`src/hat_pkg.sv`:
```
// Shared types and constants for the holding accumulation tracker.
package hat_pkg;

  localparam int TOTAL_BITS    = 40;
  localparam int FRACTION_BITS = 16;
  localparam int VOLUME_BITS   = 32;
  localparam int PRICE_BITS    = 24;
  localparam int LO_BITS       = (PRICE_BITS > FRACTION_BITS + 1) ? PRICE_BITS
                                                                  : FRACTION_BITS + 1;
  localparam int CNT_BITS      = $clog2(LO_BITS);

  typedef struct packed {
    logic                          series_start;
    logic signed [VOLUME_BITS-1:0] net_volume;
    logic [PRICE_BITS-1:0]         price;
  } hat_in_t;

  typedef struct packed {
    logic signed [TOTAL_BITS-1:0] running_total;
    logic signed [TOTAL_BITS-1:0] lowest_total;
    logic [TOTAL_BITS-1:0]        holding;
    logic [PRICE_BITS-1:0]        average_price;
    logic [TOTAL_BITS-1:0]        peak_holding;
    logic [FRACTION_BITS:0]       holding_fraction;
  } hat_out_t;

  typedef enum logic [3:0] {
    ST_IDLE,
    ST_SUM,
    ST_LOW,
    ST_HOLD,
    ST_PREP,
    ST_MUL,
    ST_DIVA,
    ST_FLOAD,
    ST_DIVF,
    ST_DONE
  } hat_state_t;

  typedef enum logic [2:0] {
    UOP_IDLE,
    UOP_LOAD_MUL,
    UOP_MUL,
    UOP_DIV,
    UOP_LOAD_FRAC
  } hat_uop_t;

  typedef struct packed {
    logic accept;
    logic use_div;
    logic peak_zero;
    logic out_free;
  } hat_stat_t;

  typedef struct packed {
    hat_state_t state;
    hat_uop_t   uop;
  } hat_ctrl_t;

endpackage

```
`src/holding_accumulation_tracker.sv`:
```
// Top level of the holding accumulation tracker.
//
// One daily record enters on the in_ channel (in_valid, in_stall, in_data) and
// produces exactly one result item on the out_ channel (out_valid, out_stall,
// out_data). A record with series_start set clears all running state first.
// Each record is processed alone: the saturating total, lowest total, holding
// and peak are formed in the states SUM, LOW, HOLD and PREP, then one shared
// bit-serial unit forms the weighted cost numerator and divides it for the
// average price, loads the holding and divides it by peak for the fraction,
// and the DONE state loads the result into the output register.
// The multiply and average division are skipped when the holding or the
// previous average is zero, and the fraction division when peak is zero.
// The next record can be accepted in the cycle after the result is loaded at
// the earliest, so the block takes no new record before that.
// in_stall is high from acceptance until the result is loaded into the output
// register. The output register holds the result while out_stall is high; a
// new record may be accepted meanwhile, but its result waits until the old one
// is taken. Reset clears all running state and drops out_valid.
module holding_accumulation_tracker (
  input  logic              clk,
  input  logic              rst_n,
  input  logic              in_valid,
  output logic              in_stall,
  input  hat_pkg::hat_in_t  in_data,
  output logic              out_valid,
  input  logic              out_stall,
  output hat_pkg::hat_out_t out_data
);
  import hat_pkg::*;

  localparam logic [TOTAL_BITS-1:0] SUM_MAX = {1'b0, {(TOTAL_BITS-1){1'b1}}};
  localparam logic [TOTAL_BITS-1:0] SUM_MIN = {1'b1, {(TOTAL_BITS-1){1'b0}}};

  hat_stat_t stat;
  hat_ctrl_t ctrl;

  logic signed [TOTAL_BITS-1:0]  sum_r, low_r;
  logic [TOTAL_BITS-1:0]         hold_r, peak_r, phold_r, inc_r, den_r;
  logic [PRICE_BITS-1:0]         pavg_r, avg_r, price_r;
  logic [VOLUME_BITS-1:0]        vol_r;
  logic                          div_used_r;
  logic                          out_valid_r;
  hat_out_t                      out_data_r;

  logic [TOTAL_BITS:0]           ext;
  logic                          ovf;
  logic [TOTAL_BITS-1:0]         sum_sat;
  logic                          hold_gt;
  logic [TOTAL_BITS-1:0]         unit_den;
  logic [LO_BITS-1:0]            quo;
  logic                          accept;
  logic                          load_out;

  assign accept   = in_valid && !in_stall;
  assign in_stall = (ctrl.state != ST_IDLE);
  assign load_out = (ctrl.state == ST_DONE) && stat.out_free;

  always_comb begin
    stat.accept    = accept;
    stat.use_div   = (hold_r != '0) && (pavg_r != '0);
    stat.peak_zero = (peak_r == '0);
    stat.out_free  = !out_valid_r || !out_stall;
  end

  always_comb begin
    ext = {sum_r[TOTAL_BITS-1], sum_r}
        + {{(TOTAL_BITS+1-VOLUME_BITS){vol_r[VOLUME_BITS-1]}}, vol_r};
    ovf = (ext[TOTAL_BITS] != ext[TOTAL_BITS-1]);
    sum_sat = ovf ? (ext[TOTAL_BITS] ? SUM_MIN : SUM_MAX) : ext[TOTAL_BITS-1:0];
    hold_gt = (hold_r > phold_r);
    unit_den = (ctrl.state == ST_DIVF) ? peak_r : den_r;
  end

  hat_ctrl u_ctrl (
    .clk   (clk),
    .rst_n (rst_n),
    .stat  (stat),
    .ctrl  (ctrl)
  );

  hat_unit u_unit (
    .clk      (clk),
    .uop      (ctrl.uop),
    .mul_a    (pavg_r),
    .mul_b    (price_r),
    .op_a     (phold_r),
    .op_b     (inc_r),
    .den      (unit_den),
    .load_val (hold_r),
    .quo      (quo)
  );

  always_ff @(posedge clk) begin
    if (!rst_n) begin
      sum_r   <= '0;
      low_r   <= '0;
      peak_r  <= '0;
      pavg_r  <= '0;
      phold_r <= '0;
    end else begin
      priority if (accept && in_data.series_start) begin
        sum_r   <= '0;
        low_r   <= '0;
        peak_r  <= '0;
        pavg_r  <= '0;
        phold_r <= '0;
      end else if (ctrl.state == ST_SUM) begin
        sum_r <= sum_sat;
      end else if (ctrl.state == ST_LOW) begin
        if (sum_r < low_r) low_r <= sum_r;
      end else if (ctrl.state == ST_PREP) begin
        if (hold_r > peak_r) peak_r <= hold_r;
      end else if (load_out) begin
        phold_r <= hold_r;
        pavg_r  <= avg_r;
      end else begin
      end
    end
  end

  always_ff @(posedge clk) begin
    if (accept) begin
      vol_r   <= in_data.net_volume;
      price_r <= in_data.price;
    end
    if (ctrl.state == ST_HOLD) begin
      hold_r <= sum_r - low_r;
    end
    if (ctrl.state == ST_PREP) begin
      inc_r      <= hold_gt ? hold_r - phold_r : '0;
      den_r      <= hold_gt ? hold_r : phold_r;
      div_used_r <= stat.use_div;
      if (!stat.use_div) avg_r <= price_r;
    end
    if (ctrl.state == ST_FLOAD && div_used_r) begin
      avg_r <= quo[PRICE_BITS-1:0];
    end
    if (load_out) begin
      out_data_r.running_total    <= sum_r;
      out_data_r.lowest_total     <= low_r;
      out_data_r.holding          <= hold_r;
      out_data_r.average_price    <= avg_r;
      out_data_r.peak_holding     <= peak_r;
      out_data_r.holding_fraction <= stat.peak_zero ? '0 : quo[FRACTION_BITS:0];
    end
  end

  always_ff @(posedge clk) begin
    if (!rst_n) begin
      out_valid_r <= 1'b0;
    end else if (load_out) begin
      out_valid_r <= 1'b1;
    end else if (!out_stall) begin
      out_valid_r <= 1'b0;
    end
  end

  assign out_valid = out_valid_r;
  assign out_data  = out_data_r;

  a_out_from_done: assert property (@(posedge clk) disable iff (!rst_n)
    $rose(out_valid) |-> $past(ctrl.state == ST_DONE))
    else $error("result appeared without a finished record");

  a_accept_starts: assert property (@(posedge clk) disable iff (!rst_n)
    in_valid && !in_stall |=> ctrl.state == ST_SUM)
    else $error("accepted item did not start the sequence");

  a_low_nonpos: assert property (@(posedge clk) disable iff (!rst_n)
    out_valid |-> out_data.lowest_total[TOTAL_BITS-1] || (out_data.lowest_total == '0))
    else $error("lowest total is positive");

  a_hold_le_peak: assert property (@(posedge clk) disable iff (!rst_n)
    out_valid |-> out_data.holding <= out_data.peak_holding)
    else $error("holding exceeds peak holding");

endmodule

```
`src/hat_unit.sv`:
```
// Shared shift-add multiplier and restoring divider working one bit per cycle.
module hat_unit (
  input  logic                               clk,
  input  hat_pkg::hat_uop_t                  uop,
  input  logic [hat_pkg::PRICE_BITS-1:0]     mul_a,
  input  logic [hat_pkg::PRICE_BITS-1:0]     mul_b,
  input  logic [hat_pkg::TOTAL_BITS-1:0]     op_a,
  input  logic [hat_pkg::TOTAL_BITS-1:0]     op_b,
  input  logic [hat_pkg::TOTAL_BITS-1:0]     den,
  input  logic [hat_pkg::TOTAL_BITS-1:0]     load_val,
  output logic [hat_pkg::LO_BITS-1:0]        quo
);
  import hat_pkg::*;

  logic [TOTAL_BITS:0]   hi_r, hi_nxt;
  logic [LO_BITS-1:0]    lo_r, lo_nxt;
  logic [PRICE_BITS-1:0] ma_r, ma_nxt;
  logic [PRICE_BITS-1:0] mb_r, mb_nxt;
  logic [TOTAL_BITS+1:0] acc;
  logic [TOTAL_BITS:0]   rem2;
  logic [TOTAL_BITS:0]   diff;
  logic                  ge;

  always_comb begin
    acc  = {1'b0, hi_r} + {2'b00, (ma_r[0] ? op_a : '0)} + {2'b00, (mb_r[0] ? op_b : '0)};
    rem2 = {hi_r[TOTAL_BITS-1:0], lo_r[LO_BITS-1]};
    diff = rem2 - {1'b0, den};
    ge   = (rem2 >= {1'b0, den});
  end

  always_comb begin
    hi_nxt = hi_r;
    lo_nxt = lo_r;
    ma_nxt = ma_r;
    mb_nxt = mb_r;
    unique case (uop)
      UOP_LOAD_MUL: begin
        hi_nxt = '0;
        lo_nxt = '0;
        ma_nxt = mul_a;
        mb_nxt = mul_b;
      end
      UOP_MUL: begin
        hi_nxt = acc[TOTAL_BITS+1:1];
        lo_nxt = {acc[0], lo_r[LO_BITS-1:1]};
        ma_nxt = {1'b0, ma_r[PRICE_BITS-1:1]};
        mb_nxt = {1'b0, mb_r[PRICE_BITS-1:1]};
      end
      UOP_DIV: begin
        hi_nxt = {1'b0, (ge ? diff[TOTAL_BITS-1:0] : rem2[TOTAL_BITS-1:0])};
        lo_nxt = {lo_r[LO_BITS-2:0], ge};
      end
      UOP_LOAD_FRAC: begin
        hi_nxt = {2'b00, load_val[TOTAL_BITS-1:1]};
        lo_nxt = '0;
        lo_nxt[LO_BITS-1] = load_val[0];
      end
      UOP_IDLE: begin
      end
      default: begin
      end
    endcase
  end

  always_ff @(posedge clk) begin
    hi_r <= hi_nxt;
    lo_r <= lo_nxt;
    ma_r <= ma_nxt;
    mb_r <= mb_nxt;
  end

  assign quo = lo_r;

endmodule

```
`src/hat_ctrl.sv`:
```
// Sequencer that steps one record through the update, multiply and divide phases.
module hat_ctrl (
  input  logic               clk,
  input  logic               rst_n,
  input  hat_pkg::hat_stat_t stat,
  output hat_pkg::hat_ctrl_t ctrl
);
  import hat_pkg::*;

  hat_state_t          state_r, state_nxt;
  logic [CNT_BITS-1:0] cnt_r, cnt_nxt;
  logic                last;

  always_comb begin
    unique case (state_r)
      ST_MUL, ST_DIVA: last = (cnt_r == CNT_BITS'(PRICE_BITS - 1));
      ST_DIVF:         last = (cnt_r == CNT_BITS'(FRACTION_BITS));
      default:         last = 1'b0;
    endcase
  end

  always_comb begin
    state_nxt = state_r;
    unique case (state_r)
      ST_IDLE:  if (stat.accept) state_nxt = ST_SUM;
      ST_SUM:   state_nxt = ST_LOW;
      ST_LOW:   state_nxt = ST_HOLD;
      ST_HOLD:  state_nxt = ST_PREP;
      ST_PREP:  state_nxt = stat.use_div ? ST_MUL : ST_FLOAD;
      ST_MUL:   if (last) state_nxt = ST_DIVA;
      ST_DIVA:  if (last) state_nxt = ST_FLOAD;
      ST_FLOAD: state_nxt = stat.peak_zero ? ST_DONE : ST_DIVF;
      ST_DIVF:  if (last) state_nxt = ST_DONE;
      ST_DONE:  if (stat.out_free) state_nxt = ST_IDLE;
      default:  state_nxt = ST_IDLE;
    endcase
    cnt_nxt = (state_nxt != state_r) ? '0 : cnt_r + 1'b1;
  end

  always_comb begin
    ctrl.state = state_r;
    unique case (state_r)
      ST_PREP:  ctrl.uop = stat.use_div ? UOP_LOAD_MUL : UOP_IDLE;
      ST_MUL:   ctrl.uop = UOP_MUL;
      ST_DIVA:  ctrl.uop = UOP_DIV;
      ST_DIVF:  ctrl.uop = UOP_DIV;
      ST_FLOAD: ctrl.uop = stat.peak_zero ? UOP_IDLE : UOP_LOAD_FRAC;
      default:  ctrl.uop = UOP_IDLE;
    endcase
  end

  always_ff @(posedge clk) begin
    if (!rst_n) begin
      state_r <= ST_IDLE;
      cnt_r   <= '0;
    end else begin
      state_r <= state_nxt;
      cnt_r   <= cnt_nxt;
    end
  end

endmodule
```
`config.mk`:
```
export PLATFORM = sky130hd
export DESIGN_NAME = holding_accumulation_tracker
export DESIGN_NICKNAME = d
export VERILOG_FILES = /design/src/hat_pkg.sv /design/src/holding_accumulation_tracker.sv /design/src/hat_unit.sv /design/src/hat_ctrl.sv
export SDC_FILE = /design/constraint.sdc
export NUM_CORES = 2
export LEC_CHECK = 0
export ABC_CLOCK_PERIOD_IN_PS = 14400
export BUFFER_PORTS_ARGS = -buffer_cell sky130_fd_sc_hd__buf_2
export CAP_MARGIN = 20
export CORE_MARGIN = 5
export CORE_UTILIZATION = 30
export CTS_CLUSTER_SIZE = 25
export DETAILED_ROUTE_END_ITERATION = 8
export SKIP_LAST_GASP = 1
export SYNTH_ARGS = -nofsm -noshare
export SYNTH_HDL_FRONTEND = slang
export SYNTH_SLANG_ARGS = --single-unit
```
`constraint.sdc`:
```
create_clock -name clk -period 14.4 [get_ports clk]
set_input_delay 0.72 -clock clk [delete_from_list [all_inputs] [get_ports clk]]
set_output_delay 0.72 -clock clk [all_outputs]
set_load 0.03 [all_outputs]
```
After elaboration in Yosys (flattened, before gate mapping). Cells that the tools add are included.

Add/sub/neg operators: 7. Reduce and logical (&&, ||, !) cells: 25. Equal/unequal tests: 19. Order comparisons: 4. Bitwise gates (word level): 4. Mux-type cells: 28.

Operator list (count): $mux W40 (7); $pmux W41 S4 (1); $sub A40 B40 Y40 (3); $pmux W24 S2 (2); $pmux W24 S4 (1); $gt A40 B40 Y1 (2); $mux W24 (3); $add A41 B40 Y42 (1); $add A42 B40 Y42 (1); $add A40 B32 Y41 (1); $ge A41 B40 Y1 (1); $logic_not A40 Y1 (1); $lt A40 B40 Y1 (1); $pmux W4 S10 (1); $reduce_bool A40 Y1 (1); $reduce_bool A24 Y1 (1); $mux W4 (5); $eq A4 B3 Y1 const B (4); $pmux W3 S4 (1); $eq A5 B5 Y1 const B (2); $eq A4 B2 Y1 const B (2); $eq A4 B4 Y1 const B (2); $reduce_and A4 Y1 (2); $reduce_bool A4 Y1 (2); 22 further kinds (39).

Input port bits: 61. Bits in registers: 709. Logic and storage cells: 112.

Logic depth before layout (Yosys ltp).
Depth in word-level cells: 7. Depth in mapped cells: 19. Mapped depth without buffers: 17.

By module. Synthesis repeated with hierarchy kept, for this count alone.

Cell total of the unflattened synthesis: 4033. Area, all modules: 40193.5 µm².

By module, submodules not included: holding_accumulation_tracker (cells an instance 2515, instances 1, area each 27814.2 µm², sequential area each 15775.1 µm²); hat_unit (cells an instance 1441, instances 1, area each 11753.8 µm², sequential area each 3393.3 µm²); hat_ctrl (cells an instance 77, instances 1, area each 625.6 µm², sequential area each 180.2 µm²).

Worst setup path before layout. OpenSTA, ideal clock, no wires.

Path type: input -> register. Start point: in out_stall. End point: reg out_data_r, in the netlist out_data[0] (enable). Path buffers: 1. Setup time: 646 ps. Stages on the path: 4. Arrival: 6633 ps. Setup slack: 7122 ps. Data required time: 13754 ps. Cell sequence: nand2_1 -> nand3_1 -> inv_1 -> clkbuf_1.

Word-level cells in the longest chain between the ends: 3.

RTL lines: start: declaration (line holding_accumulation_tracker.sv:26) `input logic out_stall,`; $logic_not A1 Y1; $logic_or A1 B1 Y1 (line holding_accumulation_tracker.sv:62) `stat.out_free = !out_valid_r || !out_stall;`; $logic_and A1 B1 Y1 (line holding_accumulation_tracker.sv:56) `assign load_out = (ctrl.state == ST_DONE) && stat.out_free;`; net load_out (line holding_accumulation_tracker.sv:52) `logic load_out;`; end: declaration (line holding_accumulation_tracker.sv:43) `hat_out_t out_data_r;`.

The timed path passes the listed nets, and every way through them passes these cells. A chain may end at the register's enable or synchronous reset.

Worst setup path after layout.
Start point: reg u_ctrl.state_r[3]. End point: reg u_unit.hi_r[31] (data pin).

Word-level cells in the longest chain between the ends: 5.

RTL lines: start: declaration (line hat_ctrl.sv:10) `hat_state_t state_r, state_nxt;`; start signal: assignment (line hat_ctrl.sv:57) `state_r <= state_nxt;`; $eq A4 B4 Y1 / $eq A4 B3 Y1 (equally long branches) (line holding_accumulation_tracker.sv:71, hat_ctrl.sv:42); $mux W40 / $reduce_or A2 Y1 (equally long branches); $sub A40 B40 Y40 (tied with other cells) (line hat_unit.sv:27) `diff = rem2 - {1'b0, den};`; $mux W40 (tied with other cells) (line hat_unit.sv:50) `hi_nxt = {1'b0, (ge ? diff[TOTAL_BITS-1:0] : rem2[TOTAL_BITS-1:0])};`; $pmux W41 S4 (*) (line hat_unit.sv:36) `unique case (uop)`; net u_unit.hi_nxt[31] (line hat_unit.sv:15) `logic [TOTAL_BITS:0] hi_r, hi_nxt;`; end signal: assignment (line hat_unit.sv:66) `hi_r <= hi_nxt;`; end: declaration (line hat_unit.sv:15).

Mark *: on every way through the listed nets, which the timed path passes. The rest lies on a longest branch.

==> impl_metrics.yaml <==
critical_path:
  worst-path-buf-inv: 2
  r2r_setup_slack_ns: 8.89
  cpPeakStageDelay_ns: 0.66
  crit_start: "u_ctrl.state_r[3]$_SDFF_PN0_"
  r2r-end: "u_unit.hi_r[31]$_DFFE_PP_"
  startpoint_type: "flip-flop"
  cp_num_cells: 17
  cp_max_fo: 60
  criticalPathCategory: "flip-flop to flip-flop"
  reg2reg_from: "u_ctrl.state_r[3]$_SDFF_PN0_"
  cp_slowest_cell: "buf_4"
  r2r_cells: 17
  path_cells: "nand2b_1 > nor3_2 > buf_4 > mux2i_1 > ha_1 > nor2b_1 > o31ai_1 > a31oi_2 > a211oi_1 > o21ai_1 > a31oi_1 > o21a_2 > buf_4 > nor2_1 > a22o_1 > a21oi_1 > o21ai_0"
  crit_top_cell: "buf_4"
  crit_family: "compound AO/OA/AOI/OAI gates"
  worstPathArrival_ns: 5.88
  required_ns: 14.77
  endpoint_kind: "flip-flop"
  crit_end: "u_unit.hi_r[31]$_DFFE_PP_"
sta:
  setup_viol: 0
  finClkSkew_ns: 0.0383
  fin_tns_setup_ns: 0
  slew_violations: 0
  finalHoldViolCount: 0
  tightest_slew_ns: 1.02
  rsz0062_at_grt: "false"
  period_share_pct: 38.3
  min_period_ns: 5.51
  timing.slew.headroom_pct: 31.7
  timing.fmax_mhz: 181
  hold_ws_ns: 0.238
final_layout:
  diodes: 0
  drive_above_1_share_pct: 14.9
  final_cell_count_no_fill: 5827
  area_delta_synth_final_pct: 14.6
  fin_nets: 4360
die:
  core_um2: 131000
  fp.dieH_um: 373
  rows: 133
  ios: 264
  start_util_pct: 30.1
  die_w_um: 373
  die-area_um2: 139000
pwr:
  power_uw: 5800
  p_seq_share_pct: 41.7
  peakVddDrop_v: 0.0000881
  sw_frac_of_total_pct: 29.9
  p_leak_uw: 0.0173
  power_density_nw_per_um2: 128
  power.internal_uw: 4060
  power_switching_uw: 1740
  p_clk_share_pct: 35.1
  combPwrFrac_pct: 23.2
grt:
  grt_max_degree: 124
  grt_pass1_wl_mm: 181
  grt_pass1_vias: 29400
  antenna_found_initial: 2
  grt_util_all_layers_pct: 16.5
  overflow: 0
status:
  outcome: "completed"
min_path:
  hold_class: "input pin to flip-flop"
place:
  post-dp-hpwl_mm: 87.2
  place_inst: 5689
  gp_congestion: 0.978
  portBuffers: 263
drt:
  routed_via_density: 5.14
  top_layer: "met5"
  drt_iter0_drc: 2497
  wl_met2_mm: 53.7
  drc: 0
  wire_per_inst_um: 20.4
  final_antenna_net_count: 0
  wirelength_met1_mm: 53.6
  finalWirelength_mm: 119
  wl_met3_mm: 8.22
  drt_pre_antenna_iters: 8
  num_vias: 29900
logic_synthesis:
  yosysSeqAreaShare_pct: 48.9
  synth_cell_types: 100
  syn_area_per_cell_um2: 10.4
  syn-cell-area_um2: 39600
  syn_inst: 3794
  synth_ff_type: "edfxtp_1"
  ys.warnings.count: 0
  ys_seq_elements: 709
  synth_edf_count: 515
  syn_nets: 4141
  ys_async_sr_fraction_pct: 0
cts:
  clkSinkCount: 709
  clock_latency_ns: 0.67
  postCtsResizedCells: 0
  numCtsBuffers: 75
  post-cts-setup-buffer-count: 0
  cts_root_buffer: "clkbuf_16"
  h-tree-depth: 3
  clkTransAtPathRegs_ns: 0.07
  clockBufferDepth: 3
  cts.hold.buffers_added: 0
  tritoncts: "done"
job:
  cap_viol_max_count: 0
==> synthesized netlist by cell type, types with 18 or more instances <==
cell type	count	area [um^2]
nor3_1	29	145
o21a_1	24	180
a21oi_1	306	1530
maj3_2	32	360
xor2_1	62	543
inv_1	308	1160
o31ai_1	86	646
dfxtp_1	194	3880
a22oi_1	21	158
a22o_1	25	219
xnor2_1	111	972
a21o_1	122	916
nand4_1	41	257
nand2_1	479	1800
nor4_1	31	194
nor2_1	152	571
o21ai_0	173	866
mux2i_1	49	490
fa_1	45	901
clkbuf_1	119	447
nand3_1	125	626
o21bai_1	31	233
a211oi_1	22	165
a31oi_1	21	131
nand2b_1	33	206
nor2b_1	45	282
mux2_2	56	631
a21oi_2	35	307
and3_1	18	113
ha_1	241	3020
edfxtp_1	515	15500
==> state kept, by name (all words and copies together), names as in the netlist, 5 cells and up <==
signal,flops
den_r,40
u_unit.hi_r,41
phold_r,40
u_ctrl.cnt_r,5
out_data,201
pavg_r,24
vol_r,32
price_r,24
low_r,40
avg_r,24
peak_r,40
u_unit.ma_r,24
hold_r,40
sum_r,40
u_unit.mb_r,24
inc_r,40
u_unit.quo,24
==> how the worst min path moves through the flow <==
stage	from	endpoint	slack, ns	depth (start not counted)
2_1_floorplan	low_r[2]$_SDFFE_PP0P_	out_data[123]$_DFFE_PP_	0.41	0
3_3_place_gp	low_r[26]$_SDFFE_PP0P_	out_data[147]$_DFFE_PP_	0.41	0
3_5_place_dp	low_r[27]$_SDFFE_PP0P_	out_data[148]$_DFFE_PP_	0.42	0
4_1_cts	in_data[39]	vol_r[15]$_DFFE_PP_	0.18	1
5_1_grt	in_data[39]	vol_r[15]$_DFFE_PP_	0.20	1
6_report	in_data[38]	vol_r[14]$_DFFE_PP_	0.24	1
==> metrics by stage <==
stage                     area [um^2]  setup slack [ns]  utilization, %
after floorplan                 39600              7.12               -
after global placement          42700              9.08            32.6
after detailed placement        42800              8.89            32.6
after CTS                       45300              8.91            34.5
after global routing            45300              8.45            34.5
final                           45300              8.89            34.5
==> final cells by class <==
class,instances,area [um^2]
Inverter,308,1160
Fill cell,13100,85900
Tap cell,1755,2200
Clock buffer,100,2060
Timing Repair Buffer,305,1660
Clock inverter,36,482
Multi-Input combinational cell,2614,18400
Sequential cell,709,19300
==> kinds of logic (layout without fill, tap and decap cells) <==
group	Yosys count	in the layout	share of synthesized area, %
adder cells (fa/ha/maj)	320	320	10.9
multiplexers	112	112	3.03
AO/OA/AOI/OAI	999	999	16.8
flip-flops	709	709	48.9
XOR/XNOR	175	175	3.94
buffers and inverters	471	749	4.74
AND/OR/NAND/NOR	1008	1008	11.7
==> worst register-to-register path, stage by stage (launching register included) <==
cell and delay (ns):
dfxtp_1 0.62, nand2b_1 0.18, nor3_2 0.13, buf_4 0.66, mux2i_1 0.39, ha_1 0.29, nor2b_1 0.14, o31ai_1 0.41
a31oi_2 0.26, a211oi_1 0.30, o21ai_1 0.19, a31oi_1 0.18, o21a_2 0.13, buf_4 0.53, nor2_1 0.34, a22o_1 0.28
a21oi_1 0.11, o21ai_0 0.11
==> power groups by stage <==
stage	logic (uW)	registers, uW	clock network [uW]
after CTS	1340	2420	2080
after detailed placement	1330	2460	0
final	1340	2420	2040
after global placement	1320	2460	0
after floorplan	1070	2410	0
after global routing	1490	2420	2160
==> metal layers <==
metal / vias to the layer above / GRT usage (%)
met5: - / 0
met4: 2 / 4.88
met3: 186 / 3.00
met2: 974 / 26.5
met1: 14600 / 22.9
li1: 14200 / -
==> cell usage in the layout (no fill, tap or decap), types with 10 or more instances in the layout <==
cell / instances
a211oi_1: 21
a21boi_0: 10
a21o_1: 122
a21oi_1: 305
a21oi_2: 36
a22o_1: 25
a22oi_1: 21
a31oi_1: 21
and2_1: 11
and3_1: 17
buf_2: 263
buf_4: 40
clkbuf_1: 19
clkbuf_16: 78
dfxtp_1: 194
edfxtp_1: 515
fa_1: 45
ha_1: 241
inv_1: 306
maj3_2: 32
mux2_2: 56
mux2i_1: 49
nand2_1: 476
nand2b_1: 33
nand3_1: 124
nand4_1: 41
nor2_1: 151
nor2b_1: 45
nor3_1: 24
nor4_1: 30
o211ai_1: 13
o21a_1: 23
o21ai_0: 172
o21ai_1: 12
o21bai_1: 31
o31ai_1: 86
or3_1: 10
xnor2_1: 111
xor2_1: 62
Power figures use the tool's default switching activity.
